$ cat src/rtl/plf_pkg.sv
// Shared constants, command codes and memory access structures for the Playfair engine.
package plf_pkg;

  localparam int unsigned NCell = 25;
  localparam int unsigned Side  = 5;

  localparam logic [4:0] FILLER    = 5'd23;
  localparam logic [4:0] LAST_CELL = 5'(NCell - 1);
  localparam logic [4:0] FULL      = 5'(NCell);
  localparam logic [6:0] CHAR_BASE = 7'd65;

  typedef enum logic [1:0] {
    CMD_CLEAR  = 2'd0,
    CMD_KEY    = 2'd1,
    CMD_FINISH = 2'd2,
    CMD_TEXT   = 2'd3
  } cmd_t;

  // Write side of both tables: the square (cell to letter) and the
  // position table (letter to cell) are always written together.
  typedef struct packed {
    logic       we;
    logic [4:0] slot;
    logic [4:0] letter;
  } mem_wr_t;

  // Read side: two position reads, then two square reads.
  typedef struct packed {
    logic       pos_re;
    logic [4:0] pos_addr_a;
    logic [4:0] pos_addr_b;
    logic       sq_re;
    logic [4:0] sq_addr_a;
    logic [4:0] sq_addr_b;
  } mem_rd_t;

endpackage

$ cat src/rtl/plf_store.sv
// Square and letter position memories, one write port and two registered read ports each.
module plf_store (
  input  logic             clk,
  input  plf_pkg::mem_wr_t wr,
  input  plf_pkg::mem_rd_t rd,
  output logic [4:0]       pos_a,
  output logic [4:0]       pos_b,
  output logic [4:0]       sq_a,
  output logic [4:0]       sq_b
);

  logic [4:0] sq_mem  [plf_pkg::NCell];
  logic [4:0] pos_mem [plf_pkg::NCell];
  logic [4:0] pos_a_r, pos_b_r, sq_a_r, sq_b_r;

  always_ff @(posedge clk) begin
    if (wr.we) begin
      sq_mem[wr.slot]    <= wr.letter;
      pos_mem[wr.letter] <= wr.slot;
    end
    if (rd.pos_re) begin
      pos_a_r <= pos_mem[rd.pos_addr_a];
      pos_b_r <= pos_mem[rd.pos_addr_b];
    end
    if (rd.sq_re) begin
      sq_a_r <= sq_mem[rd.sq_addr_a];
      sq_b_r <= sq_mem[rd.sq_addr_b];
    end
  end

  assign pos_a = pos_a_r;
  assign pos_b = pos_b_r;
  assign sq_a  = sq_a_r;
  assign sq_b  = sq_b_r;

endmodule

$ cat src/rtl/plf_geom.sv
// Pair geometry: turns two cell positions into the two square cells of the cipher pair.
module plf_geom (
  input  logic       decrypt,
  input  logic [4:0] pos_a,
  input  logic [4:0] pos_b,
  output logic [4:0] cell_a,
  output logic [4:0] cell_b
);

  function automatic logic [2:0] row_of(input logic [4:0] p);
    logic [2:0] r;
    if (p >= 5'd20)      r = 3'd4;
    else if (p >= 5'd15) r = 3'd3;
    else if (p >= 5'd10) r = 3'd2;
    else if (p >= 5'd5)  r = 3'd1;
    else                 r = 3'd0;
    return r;
  endfunction

  function automatic logic [2:0] col_of(input logic [4:0] p, input logic [2:0] r);
    logic [4:0] c;
    c = p - ({r, 2'b00} + {2'b00, r});
    return c[2:0];
  endfunction

  // Step one place along a row or column, wrapping at the edge.
  function automatic logic [2:0] step(input logic [2:0] x, input logic dec);
    logic [2:0] y;
    if (dec) y = (x == 3'd0) ? 3'(plf_pkg::Side - 1) : x - 3'd1;
    else     y = (x == 3'(plf_pkg::Side - 1)) ? 3'd0 : x + 3'd1;
    return y;
  endfunction

  function automatic logic [4:0] cell_of(input logic [2:0] r, input logic [2:0] c);
    return {r, 2'b00} + {2'b00, r} + {2'b00, c};
  endfunction

  logic [2:0] ra, ca, rb, cb;

  always_comb begin
    ra = row_of(pos_a);
    rb = row_of(pos_b);
    ca = col_of(pos_a, ra);
    cb = col_of(pos_b, rb);
    // A pair of equal letters lands on the same row and takes the row rule.
    if (ra == rb) begin
      cell_a = cell_of(ra, step(ca, decrypt));
      cell_b = cell_of(rb, step(cb, decrypt));
    end else if (ca == cb) begin
      cell_a = cell_of(step(ra, decrypt), ca);
      cell_b = cell_of(step(rb, decrypt), cb);
    end else begin
      cell_a = cell_of(rb, ca);
      cell_b = cell_of(ra, cb);
    end
  end

endmodule

$ cat src/rtl/playfair_cipher_engine.sv
// Playfair cipher engine top level: command sequencer, key fill and result output register.
// Clear, key letter and unpaired text commands are handled in S_IDLE; finish sweeps 25 letters.
// A pair's first result is loaded in S_OUT_A after the S_POS and S_SQ reads, its second in
// S_OUT_B, and a flushed second pair runs S_POS to S_OUT_B again; an error result in S_ERR.
// The input is held off until a pair and any flush are done, including any output stall.
// Reset is synchronous and active low; it clears the flags and counters, not the memories.
module playfair_cipher_engine (
  input  logic       clk,
  input  logic       rst_n,
  input  logic       cfg_wr_en,
  input  logic       cfg_wr_data,
  input  logic       in_valid,
  output logic       in_ready,
  input  logic [1:0] in_cmd,
  input  logic [7:0] in_letter,
  input  logic       in_text_end,
  output logic       out_valid,
  input  logic       out_ready,
  output logic [6:0] out_char,
  output logic       out_run_last,
  output logic       out_bad_input
);

  // The sequencer accepts one command at a time from the idle state. Text pairs are
  // resolved in two memory steps: first both letters' cells are read from the position
  // table, then the geometry unit forms the two result cells and the square is read.
  typedef enum logic [2:0] {
    S_IDLE,
    S_FILL,
    S_ERR,
    S_POS,
    S_SQ,
    S_OUT_A,
    S_OUT_B
  } state_t;

  state_t      state_r;
  logic        decrypt_r;
  logic [24:0] present_r;
  logic [4:0]  fill_count_r;
  logic [4:0]  fill_idx_r;
  logic        key_ready_r;
  logic [4:0]  pend_r;
  logic        pend_valid_r;
  logic [4:0]  pair_a_r;
  logic [4:0]  pair_b_r;
  logic [4:0]  letter_r;
  logic        second_r;
  logic        out_valid_r;
  logic [6:0]  out_char_r;
  logic        out_run_last_r;
  logic        out_bad_r;

  plf_pkg::cmd_t    cmd;
  plf_pkg::mem_wr_t wr;
  plf_pkg::mem_rd_t rd;

  logic       lt_ok;
  logic [4:0] lt_idx;
  logic [7:0] lt_off;
  logic       key_place;
  logic       fill_place;
  logic       out_free;
  logic       out_load;
  logic [4:0] pos_a, pos_b, sq_a, sq_b, cell_a, cell_b;

  assign cmd      = plf_pkg::cmd_t'(in_cmd);
  assign in_ready = (state_r == S_IDLE);
  assign out_free = !out_valid_r || out_ready;
  assign out_load = out_free && (state_r inside {S_ERR, S_OUT_A, S_OUT_B});

  // Letter decode: case is ignored and Z folds onto X.
  always_comb begin
    lt_ok  = 1'b0;
    lt_off = 8'd0;
    if (in_letter >= 8'd65 && in_letter <= 8'd90) begin
      lt_ok  = 1'b1;
      lt_off = in_letter - 8'd65;
    end else if (in_letter >= 8'd97 && in_letter <= 8'd122) begin
      lt_ok  = 1'b1;
      lt_off = in_letter - 8'd97;
    end
    lt_idx = (lt_off[4:0] == 5'(plf_pkg::NCell)) ? plf_pkg::FILLER : lt_off[4:0];
  end

  // A key letter takes the next free cell unless it is already placed or the square is full.
  // The finish sweep places every letter that is still missing in alphabetical order.
  assign key_place  = in_valid && in_ready && (cmd == plf_pkg::CMD_KEY) && lt_ok &&
                      !present_r[lt_idx] && (fill_count_r < plf_pkg::FULL);
  assign fill_place = (state_r == S_FILL) && !present_r[fill_idx_r] &&
                      (fill_count_r < plf_pkg::FULL);

  always_comb begin
    wr.we     = key_place || fill_place;
    wr.slot   = fill_count_r;
    wr.letter = (state_r == S_FILL) ? fill_idx_r : lt_idx;
    rd.pos_re     = (state_r == S_POS);
    rd.pos_addr_a = pair_a_r;
    rd.pos_addr_b = pair_b_r;
    rd.sq_re      = (state_r == S_SQ);
    rd.sq_addr_a  = cell_a;
    rd.sq_addr_b  = cell_b;
  end

  plf_store u_store (
    .clk   (clk),
    .wr    (wr),
    .rd    (rd),
    .pos_a (pos_a),
    .pos_b (pos_b),
    .sq_a  (sq_a),
    .sq_b  (sq_b)
  );

  plf_geom u_geom (
    .decrypt (decrypt_r),
    .pos_a   (pos_a),
    .pos_b   (pos_b),
    .cell_a  (cell_a),
    .cell_b  (cell_b)
  );

  always_ff @(posedge clk) begin
    if (!rst_n) begin
      decrypt_r <= 1'b0;
    end else if (cfg_wr_en) begin
      decrypt_r <= cfg_wr_data;
    end
  end

  always_ff @(posedge clk) begin
    if (!rst_n) begin
      state_r      <= S_IDLE;
      present_r    <= '0;
      fill_count_r <= '0;
      fill_idx_r   <= '0;
      key_ready_r  <= 1'b0;
      pend_r       <= '0;
      pend_valid_r <= 1'b0;
      second_r     <= 1'b0;
      out_valid_r  <= 1'b0;
    end else begin
      // The output register empties on a transfer unless a new result is loaded below.
      if (out_valid_r && out_ready && !out_load) begin
        out_valid_r <= 1'b0;
      end
      case (state_r)
        S_IDLE: begin
          if (in_valid) begin
            case (cmd)
              plf_pkg::CMD_CLEAR: begin
                present_r    <= '0;
                fill_count_r <= '0;
                key_ready_r  <= 1'b0;
                pend_valid_r <= 1'b0;
              end
              plf_pkg::CMD_KEY: begin
                if (key_place) begin
                  present_r[lt_idx] <= 1'b1;
                  fill_count_r      <= fill_count_r + 5'd1;
                end
              end
              plf_pkg::CMD_FINISH: begin
                fill_idx_r <= '0;
                state_r    <= S_FILL;
              end
              plf_pkg::CMD_TEXT: begin
                letter_r <= lt_idx;
                if (!key_ready_r || !lt_ok) begin
                  pend_valid_r <= 1'b0;
                  state_r      <= S_ERR;
                end else if (pend_valid_r && (pend_r == lt_idx)) begin
                  // Doubled letter: X goes between; the new copy stays pending, or is flushed at text end.
                  pair_a_r <= pend_r;
                  pair_b_r <= plf_pkg::FILLER;
                  second_r <= in_text_end;
                  if (in_text_end) begin
                    pend_valid_r <= 1'b0;
                  end
                  state_r <= S_POS;
                end else if (pend_valid_r) begin
                  pair_a_r     <= pend_r;
                  pair_b_r     <= lt_idx;
                  second_r     <= 1'b0;
                  pend_valid_r <= 1'b0;
                  state_r      <= S_POS;
                end else if (in_text_end) begin
                  // A lone tail letter is padded with X.
                  pair_a_r <= lt_idx;
                  pair_b_r <= plf_pkg::FILLER;
                  second_r <= 1'b0;
                  state_r  <= S_POS;
                end else begin
                  pend_r       <= lt_idx;
                  pend_valid_r <= 1'b1;
                end
              end
              default: begin
                state_r <= S_IDLE;
              end
            endcase
          end
        end
        S_FILL: begin
          if (fill_place) begin
            present_r[fill_idx_r] <= 1'b1;
            fill_count_r          <= fill_count_r + 5'd1;
          end
          if (fill_idx_r == plf_pkg::LAST_CELL) begin
            key_ready_r <= 1'b1;
            state_r     <= S_IDLE;
          end else begin
            fill_idx_r <= fill_idx_r + 5'd1;
          end
        end
        S_ERR: begin
          if (out_free) begin
            out_valid_r    <= 1'b1;
            out_char_r     <= '0;
            out_run_last_r <= 1'b1;
            out_bad_r      <= 1'b1;
            state_r        <= S_IDLE;
          end
        end
        S_POS: begin
          state_r <= S_SQ;
        end
        S_SQ: begin
          state_r <= S_OUT_A;
        end
        S_OUT_A: begin
          if (out_free) begin
            out_valid_r    <= 1'b1;
            out_char_r     <= plf_pkg::CHAR_BASE + {2'b00, sq_a};
            out_run_last_r <= 1'b0;
            out_bad_r      <= 1'b0;
            state_r        <= S_OUT_B;
          end
        end
        S_OUT_B: begin
          if (out_free) begin
            out_valid_r    <= 1'b1;
            out_char_r     <= plf_pkg::CHAR_BASE + {2'b00, sq_b};
            out_run_last_r <= !second_r;
            out_bad_r      <= 1'b0;
            if (second_r) begin
              // End of message with a doubled letter: flush it padded with X.
              pair_a_r <= letter_r;
              pair_b_r <= plf_pkg::FILLER;
              second_r <= 1'b0;
              state_r  <= S_POS;
            end else begin
              state_r <= S_IDLE;
            end
          end
        end
        default: begin
          state_r <= S_IDLE;
        end
      endcase
    end
  end

  assign out_valid     = out_valid_r;
  assign out_char      = out_char_r;
  assign out_run_last  = out_run_last_r;
  assign out_bad_input = out_bad_r;

  // The fill count always matches the number of placed letters.
  a_fill_matches: assert property (@(posedge clk) disable iff (!rst_n)
    $countones(present_r) == 32'(fill_count_r))
    else $error("fill count differs from placed letters");

  // A finished key means every cell of the square holds a letter.
  a_key_full: assert property (@(posedge clk) disable iff (!rst_n)
    key_ready_r |-> (fill_count_r == plf_pkg::FULL))
    else $error("key ready with square not full");

  // Memory lookups and pending letters exist only under a finished key.
  a_pend_key: assert property (@(posedge clk) disable iff (!rst_n)
    (pend_valid_r || state_r == S_POS || state_r == S_SQ) |-> key_ready_r)
    else $error("text work without a finished key");

  // An error result is always the only and last result of its item.
  a_err_last: assert property (@(posedge clk) disable iff (!rst_n)
    (out_valid_r && out_bad_r) |-> out_run_last_r)
    else $error("error result not marked last");

endmodule
$ cat config.mk
export PLATFORM = sky130hd
export DESIGN_NAME = playfair_cipher_engine
export DESIGN_NICKNAME = d
export VERILOG_FILES = /design/src/rtl/plf_pkg.sv /design/src/rtl/plf_store.sv /design/src/rtl/plf_geom.sv /design/src/rtl/playfair_cipher_engine.sv
export SDC_FILE = /design/constraint.sdc
export NUM_CORES = 1
export LEC_CHECK = 0
export BUFFER_PORTS_ARGS = -buffer_cell sky130_fd_sc_hd__buf_4
export CORE_MARGIN = 3
export CORE_UTILIZATION = 55
export CTS_CLUSTER_SIZE = 24
export DETAILED_ROUTE_END_ITERATION = 12
export MAX_ROUTING_LAYER = met4
export PLACE_DENSITY = 0.71
export SYNTH_ARGS = -nofsm -noshare
export SYNTH_HDL_FRONTEND = slang
export SYNTH_SLANG_ARGS = --single-unit
export TNS_END_PERCENT = 5
$ cat constraint.sdc
create_clock -name clk -period 11.7 [get_ports clk]
set_input_delay 1.17 -clock clk [delete_from_list [all_inputs] [get_ports clk]]
set_output_delay 1.17 -clock clk [all_outputs]
set_load 0.005 [all_outputs]
### Word level (Yosys, flattened, before mapping)

Memories as Yosys holds them, arrays and structs flattened. A register that Yosys moved wholly into a read port is not among the register bits.
Cells that the tools add are included.

* add/sub/neg operators: 26
* $lt $le $gt $ge: 17
* equal/unequal tests: 37
* muxes and demuxes: 118
* bitwise logic cells: 6
* reduce and logical (&&, ||, !) cells: 49

Operator list (count)
* 5-bit two-way mux: 30
* 25-bit case mux with 2 select lines: 2
* 3-bit two-way mux: 33
* 25-bit two-way mux: 3
* 5-bit by 3-bit adder with 5-bit output: 10
* 25-bit bitwise OR: 2
* 5-bit case mux with 2 select lines: 5
* 1-bit two-way mux: 29
* 3-bit == test (second input constant): 7
* 7-bit two-way mux: 3
* 3-bit case mux with 7 select lines: 1
* 7-bit case mux with 3 select lines: 1
* 5-bit by 4-bit greater-or-equal comparator with 1-bit output (second input constant): 4
* 4-bit AND reduction: 5
* 8-bit by 7-bit greater-or-equal comparator with 1-bit output (second input constant): 2
* 8-bit by 7-bit less-or-equal comparator with 1-bit output (second input constant): 2
* 2-bit inequality test (second input constant): 8
* 1-bit logical AND: 15
* 3-bit logical NOT: 5
* 7-bit by 5-bit adder with 7-bit output (first input constant): 2
* 7-bit AND reduction: 2
* 3-bit by 1-bit adder with 3-bit output (second input constant): 4
* 5-bit by 6-bit less-than comparator with 1-bit output (second input constant): 2
* 3-bit by 1-bit subtractor with 3-bit output (second input constant): 4
* other kinds (37): 72

* flip-flop bits (word level): 72
* bits in writable memories: 250
* output and inout port bits: 11
* word-level logic and storage cells: 271
* memories: 2

Memories
* u_store.pos_mem: depth 25, width 5, read ports 2, clocked after memory_dff 2, write ports 1, RTL line plf_store.sv:13 `logic [4:0] pos_mem [plf_pkg::NCell];`
* u_store.sq_mem: depth 25, width 5, read ports 2, clocked after memory_dff 2, write ports 1, RTL line plf_store.sv:12 `logic [4:0] sq_mem [plf_pkg::NCell];`

### Logic depth before layout (Yosys ltp)

Gate-level depths: netlist (run 1).

* depth after elaboration: 15
* gate-level depth with buffers: 26
* depth with buffers taken out: 25

### By module

Synthesis (run 1) repeated with hierarchy kept, for this count alone.

* cells, all modules: 1432
* area, all modules: 18944.4 sq um

By module, submodules not included
* plf_store: times used 1, cells each 686, area an instance 12610.8 sq um, seq. area each 8107.8 sq um
* playfair_cipher_engine: times used 1, cells each 529, area an instance 4559.4 sq um, seq. area each 1681.6 sq um
* plf_geom: times used 1, cells each 217, area an instance 1774.2 sq um, seq. area each 0.0 sq um

### Worst setup path before layout (run 1)

Ideal clock, no wire load.

* path kind: reg2reg
* start: register u_store.pos_b_r[1] (netlist: u_store.pos_b[1]) (read register of u_store.pos_mem)
* end: register u_store.sq_b_r[2] (netlist: u_store.sq_b[2]) (read register of u_store.sq_mem) (data pin)
* arrival time: 4986 ps
* setup slack: 6456 ps
* cell stages (with the launch flop): 26
* cell sequence: edfxtp_1 nor2b_1 nor2b_1 nor3_2 inv_1 nand2_1 inv_1 ha_1 inv_1 fa_1 and3_1 a221o_1 nor3_4 inv_2 fa_1 inv_1 ha_1 a21o_1 a21oi_1 xor2_1 nand2_1 a31oi_1 nand2_1 nor2_1 a22o_1 nor4_2

* word-level cells in the longest chain between the ends: 14
* elaborated cells on any way between the ends: 35
* those cells by class: add/sub: 10; order compare: 4; eq/ne: 4; mux: 15; reduce/logical: 2

Ends and longest elaborated chain
* from (decl): RTL line plf_store.sv:14 `logic [4:0] pos_a_r, pos_b_r, sq_a_r, sq_b_r;`
* parallel branches: the longest is 13 deep, another holds 5-bit by 3-bit greater-or-equal comparator with 1-bit output
* 5-bit two-way mux (*): RTL line plf_geom.sv:46 `if (ra == rb) begin`
* to (decl): RTL line plf_store.sv:14

Every way passes the cells marked *. The select of a mux whose other input is x is not followed.
A chain may end at the register's enable or synchronous reset.

### Final worst setup path (run 1)

* start: register u_store.pos_b_r[1] (netlist: u_store.pos_b[1]) (read register of u_store.pos_mem)
* end: register u_store.sq_b_r[1] (netlist: u_store.sq_b[1]) (read register of u_store.sq_mem) (data pin)

The elaborated chain is that of the path after synthesis.

==> results by group, run 1 <==
Status
  • Status: finished, final reports clean

Routing
  • Initial DRC Count: 1,564
  • Vias per cell: 6.52
  • Total wire length: about 50,000 um
  • DRT Pass-1 Iters: 5
  • DRC Markers: 0
  • DR vias: about 14k
  • Routed len/inst: about 24 um
  • Antenna violation net count after detailed routing: 0

Pwr
  • PD cells: 126 mW/mm2
  • Max IR drop VDD: 0.000101 V
  • Lkg Pwr: approximately 7.9 nW

Logic synthesis
  • Most numerous cell in the Yosys netlist: edfxtp_1
  • Synth async-reset ratio: 0
  • Ys Warns: 0
  • Leading area contributor after synthesis: edfxtp_1
  • Register area share after synthesis: 0.505
  • Synth area leaders: edfxtp_1, mux4_2, dfxtp_1
  • Most frequent cells after synthesis: edfxtp_1, nand2_1, nor2_1
  • Syn avg cell area: about 12 um2
  • Cells after synthesis: 1,639
  • Number of flops mapped to enable cells by yosys: roughly 290
  • Top-area cell type share of the netlist area: 0.456
  • Post-synthesis cell area: 0.0194 mm2
  • Ys flop type: edfxtp_1
  • FF+latch count, synth: 342
  • Mapped Nets: around 1.7k
  • Netlist cell types: a little under 80

GRT
  • Gr ovfl total: 0
  • Initial antenna violation count: 0
  • Vias in the first global route: 13.5k
  • Largest net degree at the start of global routing: 40
  • First-pass GRT wire length: 79,700 um
  • Gr usage total: 0.281

STA
  • Max Freq: about 160 MHz
  • Setup skew after layout: roughly 0.026 ns
  • Final Hold Violating Endpoints: 0
  • Slew margin rel.: 0.128
  • Tmin final: ~6.3 ns
  • Final period utilization: 0.543
  • Actual slew at the worst max-slew pin: around 1.3 ns
  • Setup WS post-layout: roughly 5.4 ns
  • Unrepaired setup endpoints after global routing: no
  • Slew Viols, Final: 0
  • Final setup TNS: 0 ns
  • Final setup viols: 0

Critical path
  • Arrival time at the worst endpoint: 6.64 ns
  • Reg2reg setup slack: roughly 5.4 ns
  • R2r startpoint: u_store.pos_b[1]
  • Worst setup path class: flip-flop to flip-flop
  • Crit-path leading delay family: simple AND/OR/NAND/NOR gates
  • CP Launch Type: flip-flop
  • R2r worst-path depth: 25
  • Worst path slowest cell: fa_1
  • Cell mode on critical path: inv_1
  • Worst endpoint required time: 11.99 ns
  • Worst path bufs/invs: 5
  • Reg2reg end: u_store.sq_b[1]
  • CP Max Fanout: 7
  • Largest stage delay, worst path: slightly above 0.6 ns
  • CP Capture Type: flip-flop

Flow run
  • Max-cap violations: 0

Clock network
  • Cts bufs inserted: 37
  • H-tree Lvls: 2
  • CTS tree: yes
  • Clock slew seen by the registers of the worst setup and hold paths: about 0.070 ns
  • # Post-CTS Setup Buffers: 0
  • Hold-fix buffers, CTS: 0
  • Clock Tree Root: clkbuf_16
  • Clk_lat worst skew: about 0.56 ns
  • Cts repair resizes: 0
  • Max Root-Sink Buffers: 3
  • Sinks on Clock Net: between 300 and 400

Finish
  • Ant diodes: 0
  • Final #Nets: 1,713
  • Final Non-Filler Cells: ~2.1k
  • Area delta synth->final: 8.78%
  • Final core occ: 0.609
  • Share of cells above drive strength 1: 0.158

Die
  • Die area: roughly 0.038 mm2
  • Die Height: 194 um
  • Die X: slightly below 200 um
  • Core Box Area: between 0.03 and 0.04 mm2
  • IO Pins: 28
  • Row count: a little under 70
  • Initial Util: 0.560

Worst hold path
  • HP Start: key_ready_r
  • Hold Path Sink: key_ready_r
  • Hold path depth: 2
  • Path type of the worst min-delay path: flip-flop to flip-flop

Placement
  • DP Cell Count: around 2.1k
  • Placer Congestion: a little under 1
  • Hpwl dp: 35,000 um
  • Port buffer count: 27
  • Pre-CTS WS: around 5.4 ns
[per-layer routing]
metal	vias up	routed length, um	track usage	share of wire
met3	108	4130	0.0379	0.080
met1	6788	21100	0.378	0.41
met4	0	1540	0.0838	0.030
met2	719	24700	0.452	0.48
met5	-	0	-	0
li1	6207	-	-	-
[per-stage QoR]
stage / total power (W) / hold WS (ns) / area [um2]
2_1_floorplan: 0.00146 / 0.459 / 19400
3_3_place_gp: 0.00151 / 0.495 / 19900
3_5_place_dp: 0.00151 / 0.520 / 19900
4_1_cts: 0.00266 / 0.534 / 21100
5_1_grt: 0.00273 / 0.565 / 21100
6_report: 0.00265 / 0.534 / 21100
[cell type report]
class | count | area [um2]
clock inverter | 22 | 218
inverter | 58 | 218
multi-input combinational | 1149 | 8950
timing repair buffer | 47 | 353
clock buffer | 46 | 980
sequential | 342 | 9790
fill | 2667 | 13600
tap | 455 | 569
[worst max-delay path by stage]
stage                     startpoint               to  slack [ns]  cells after the start
floorplan           u_store.pos_b[1]  u_store.sq_b[2]        6.46                     25
global placement    u_store.pos_b[1]  u_store.sq_b[0]        5.58                     25
detailed placement  u_store.pos_b[1]  u_store.sq_b[0]        5.44                     25
CTS                 u_store.pos_b[1]  u_store.sq_b[1]        5.39                     25
global route        u_store.pos_b[1]  u_store.sq_b[1]        5.02                     25
finish              u_store.pos_b[1]  u_store.sq_b[1]        5.35                     25
[placed cells by master, fill, tap and decap left out, drive strengths merged, types with 46 or more instances in the layout]
master / Yosys / layout
mux2: 52 / 52
o21ai: 60 / 60
buf: 47 / 47
nand2: 188 / 188
nand3: 46 / 46
mux4: 76 / 76
nor2: 131 / 131
dfxtp: 48 / 48
mux2i: 94 / 94
inv: 57 / 59
ha: 51 / 51
a21oi: 102 / 102
edfxtp: 294 / 294
clkbuf: 43 / 46
[power breakdown]
| group | switching [W] | internal [W] |
|---|---|---|
| Combinational | 0.000101 | 0.0000497 |
| Clock | 0.000492 | 0.000668 |
| Sequential | 0.0000124 | 0.00133 |
| Total | 0.000606 | 0.00204 |
[state kept, by name (all words and copies together), names as in the netlist]
register         cells
u_store.pos_mem    125
u_store.sq_mem     125
present_r           25
out_char             7
fill_count_r         5
fill_idx_r           5
letter_r             5
pair_a_r             5
pair_b_r             5
pend_r               5
u_store.pos_a        5
u_store.pos_b        5
u_store.sq_a         5
u_store.sq_b         5
state_r              3
decrypt_r            1
key_ready_r          1
out_bad_input        1
out_run_last         1
out_valid            1
pend_valid_r         1
second_r             1
[logic make-up (layout without fill, tap and decap cells)]
| family | Yosys count | after routing | synth area share |
|---|---|---|---|
| compound gates | 343 | 343 | 0.118 |
| simple gates | 486 | 486 | 0.115 |
| flops | 342 | 342 | 0.505 |
| xor+xnor | 36 | 36 | 0.0167 |
| buf+inv | 148 | 173 | 0.0337 |
| fa+ha+maj | 62 | 62 | 0.0438 |
| mux | 222 | 222 | 0.167 |
[worst reg2reg max path, delay by kind of cell (launching register included)]
kind	cells	cell delay [ns]
and+or+nand+nor	10	1.89
buffers and inverters	5	0.54
adders and majority gates	4	1.50
AOI/OAI and AO/OA	5	1.50
DFF	1	0.49
xor gates and xnor gates	1	0.17
Note: power is estimated with default switching activity, not from simulation.
==> run 2: changes to the inputs <==
ABC_AREA = 1   (was default)
clock period = 6 ns   (was 11.7 ns; I/O delays follow)
==> results by group, run 2 <==
Status
  • Status: finished, final reports clean

Critical path
  • Worst path bufs/invs: 4 (-1)
  • CP Capture Type: flip-flop
  • Cell mode on critical path: nand2_1
  • Largest stage delay, worst path: 0.52 ns (-0.10 ns)
  • Worst endpoint required time: 6.30 ns (-5.69 ns)
  • Worst path slowest cell: fa_1
  • CP Launch Type: flip-flop
  • Crit-path leading delay family: simple AND/OR/NAND/NOR gates
  • Arrival time at the worst endpoint: 5.67 ns (-0.97 ns)
  • Worst setup path class: flip-flop to flip-flop
  • CP Max Fanout: 11 (+4)

Logic synthesis
  • Cells after synthesis: 2,515 (+53%)
  • Number of flops mapped to enable cells by yosys: 294 (unchanged)
  • Most numerous cell in the Yosys netlist: nand2_1
  • Ys Warns: 0 (unchanged)
  • Leading area contributor after synthesis: edfxtp_1
  • Top-area cell type share of the netlist area: 0.432 (-0.0241)
  • Post-synthesis cell area: 0.0205 mm2 (+5.6%)
  • Synth async-reset ratio: 0 (unchanged)
  • Syn avg cell area: 8.13 um2 (-31%)
  • FF+latch count, synth: 342 (unchanged)
  • Synth area leaders: edfxtp_1, nand3_1, nand2_1
  • Mapped Nets: 2,593 (+51%)
  • Ys flop type: edfxtp_1
  • Netlist cell types: 53 (-31%)
  • Register area share after synthesis: 0.479 (-0.0268)
  • Most frequent cells after synthesis: nand2_1, nand3_1, inv_1

GRT
  • Initial antenna violation count: 0 (unchanged)
  • First-pass GRT wire length: 93,200 um (+17%)
  • Gr ovfl total: 0 (unchanged)
  • Vias in the first global route: 17.2k (+28%)
  • Gr usage total: 0.309 (+0.0282)
  • Largest net degree at the start of global routing: 66 (+65%)

Routing
  • Total wire length: 59,900 um (+16%)
  • Initial DRC Count: 2,154 (+38%)
  • DRT Pass-1 Iters: 7 (+2)
  • DRC Markers: 0 (unchanged)
  • Vias per cell: 6.10 (-6.4%)
  • Antenna violation net count after detailed routing: 0 (unchanged)
  • Routed len/inst: 20.1 um (-17%)
  • DR vias: 18.2k (+32%)

Die
  • IO Pins: 28 (unchanged)
  • Die area: 0.0395 mm2 (+5.4%)
  • Row count: 70 (+2.9%)
  • Initial Util: 0.559 (-0.000693)
  • Die X: 199 um (+2.7%)
  • Core Box Area: 0.0366 mm2 (+5.7%)
  • Die Height: 199 um (+2.7%)

Clock network
  • Hold-fix buffers, CTS: 0 (unchanged)
  • Clock Tree Root: clkbuf_16
  • Clock slew seen by the registers of the worst setup and hold paths: 0.07 ns (about the same)
  • Cts bufs inserted: 38 (+2.7%)
  • Max Root-Sink Buffers: 3 (unchanged)
  • Cts repair resizes: 0 (unchanged)
  • CTS tree: yes
  • # Post-CTS Setup Buffers: 0 (unchanged)
  • H-tree Lvls: 2 (unchanged)
  • Sinks on Clock Net: 342 (unchanged)
  • Clk_lat worst skew: 0.57 ns (about the same)

STA
  • Unrepaired setup endpoints after global routing: no
  • Max Freq: 186 MHz (+18%)
  • Slew margin rel.: 0.326 (+0.197)
  • Slew Viols, Final: 0 (unchanged)
  • Final Hold Violating Endpoints: 0 (unchanged)
  • Actual slew at the worst max-slew pin: 1.01 ns (-0.287 ns)
  • Final period utilization: 0.894 (+0.352)
  • Setup WS post-layout: 0.635 ns (-4.72 ns)
  • Final setup TNS: 0 ns (unchanged)
  • Final setup viols: 0 (unchanged)
  • Tmin final: 5.37 ns (-0.983 ns)
  • Setup skew after layout: 0.0299 ns (+0.00362 ns)

Finish
  • Ant diodes: 0 (unchanged)
  • Final #Nets: 2,559 (+49%)
  • Share of cells above drive strength 1: 0.0697 (-0.0884)
  • Area delta synth->final: 8.46%
  • Biggest regs: u_store.pos_mem: 125 flops, u_store.sq_mem: 125 flops, present_r: 25 flops
  • Commonest cells after routing, fill and taps aside: nand2_1, nand3_1, inv_1, edfxtp_1, o21ai_0
  • Fillers: 3,210 (+20%)
  • Final Non-Filler Cells: 2,979 (+41%)
  • Commonest non-fill, non-tap cell in the layout: nand2_1

Pwr
  • Lkg Pwr: 9.04 nW (+15%)
  • Gate power share: 0.396 (+0.339)
  • Flop pwr share: 0.326 (-0.179)
  • Total power: 0.00894 W (+240%)
  • Cell-internal power: 0.00533 W (+160%)
  • Switching share of power: 0.404 (+0.175)
  • NetSw: 0.00361 W (+500%)
  • PD cells: 403 mW/mm2 (+220%)
  • Max IR drop VDD: 0.000210 V (+110%)
  • Clk pwr share: 0.278 (-0.160)

Placement
  • Hpwl dp: 39,800 um (+14%)
  • Pre-CTS WS: 0.693 ns (-4.75 ns)
  • Placer Congestion: 0.974 (-0.24%)
  • Port buffer count: 27 (unchanged)
  • DP Cell Count: 2,909 (+42%)

Worst hold path
  • Path type of the worst min-delay path: input port to flip-flop

Flow run
  • Max-cap violations: 0 (unchanged)
[run 2: cell types whose count changed in the layout (fill, tap and decap cells not counted), sizes merged, moves of 22 or more]
cell    delta
o21ai    +200
nand2    +312
a211oi    -22
nand3    +361
nor2      +59
mux2      -51
inv      +260
mux2i     -91
a21oi     +40
mux4      -76
[run 2: layout make-up]
class / count / area, um2 / area share
well taps: 468 / 586 / 0.0264
flip-flops and latches: 342 / 9790 / 0.441
inverters: 322 / 1210 / 0.0545
clock inverters: 23 / 288 / 0.0130
repair buffers: 62 / 478 / 0.0215
multi-input cells: 1715 / 8800 / 0.397
clock buffers: 47 / 1040 / 0.0467
[run 2: power groups by stage]
stage,clock network (W),logic (W),registers (W)
detailed placement,0,0.00346,0.00296
global placement,0,0.00341,0.00296
floorplan,0,0.00255,0.00295
global route,0.00262,0.00390,0.00293
CTS,0.00252,0.00347,0.00291
finish,0.00248,0.00354,0.00292
[run 2: cell families after synthesis]
group / count (synthesis) / share of synthesized area
AO/OA/AOI/OAI: 485 / 0.131
XOR/XNOR: 22 / 0.00942
adder cells (fa/ha/maj): 61 / 0.0410
buffers and inverters: 458 / 0.0927
flip-flops: 342 / 0.479
multiplexers: 4 / 0.00202
AND/OR/NAND/NOR: 1143 / 0.245
[run 2: worst register-to-register path, delay by kind of cell (launching register included)]
| family | cells | cell delay [ns] |
|---|---|---|
| AO/OA/AOI/OAI | 1 | 0.18 |
| XOR/XNOR | 2 | 0.31 |
| adder cells (fa/ha/maj) | 4 | 1.53 |
| buffers and inverters | 4 | 0.70 |
| flip-flops | 1 | 0.49 |
| AND/OR/NAND/NOR | 14 | 1.91 |
[run 2: final timing paths]
check	start	end	slack, ns	depth (start not counted)
worst min register to register	present_r[13]	present_r[13]	0.46	2
worst max register to register	u_store.pos_b[2]	u_store.sq_b[4]	0.63	25
worst min-delay path	cfg_wr_data	decrypt_r	0.25	3
worst max-delay path	u_store.pos_b[2]	u_store.sq_b[4]	0.63	25
[run 2: routing by layer]
metal,part of all wire,GRT usage,wire length (um),vias up
li1,-,-,-,8497
met1,0.40,0.399,24000,8491
met2,0.47,0.486,28000,1001
met3,0.091,0.0508,5470,193
met4,0.039,0.131,2340,0
met5,0,-,0,-
[run 2: metrics by stage]
stage               area, um2   util  hold WS [ns]
floorplan               20500      -         0.439
global route            22200  0.606         0.256
detailed placement      20900  0.570         0.455
CTS                     22200  0.606         0.234
global placement        20900  0.570         0.450
finish                  22200  0.606         0.254
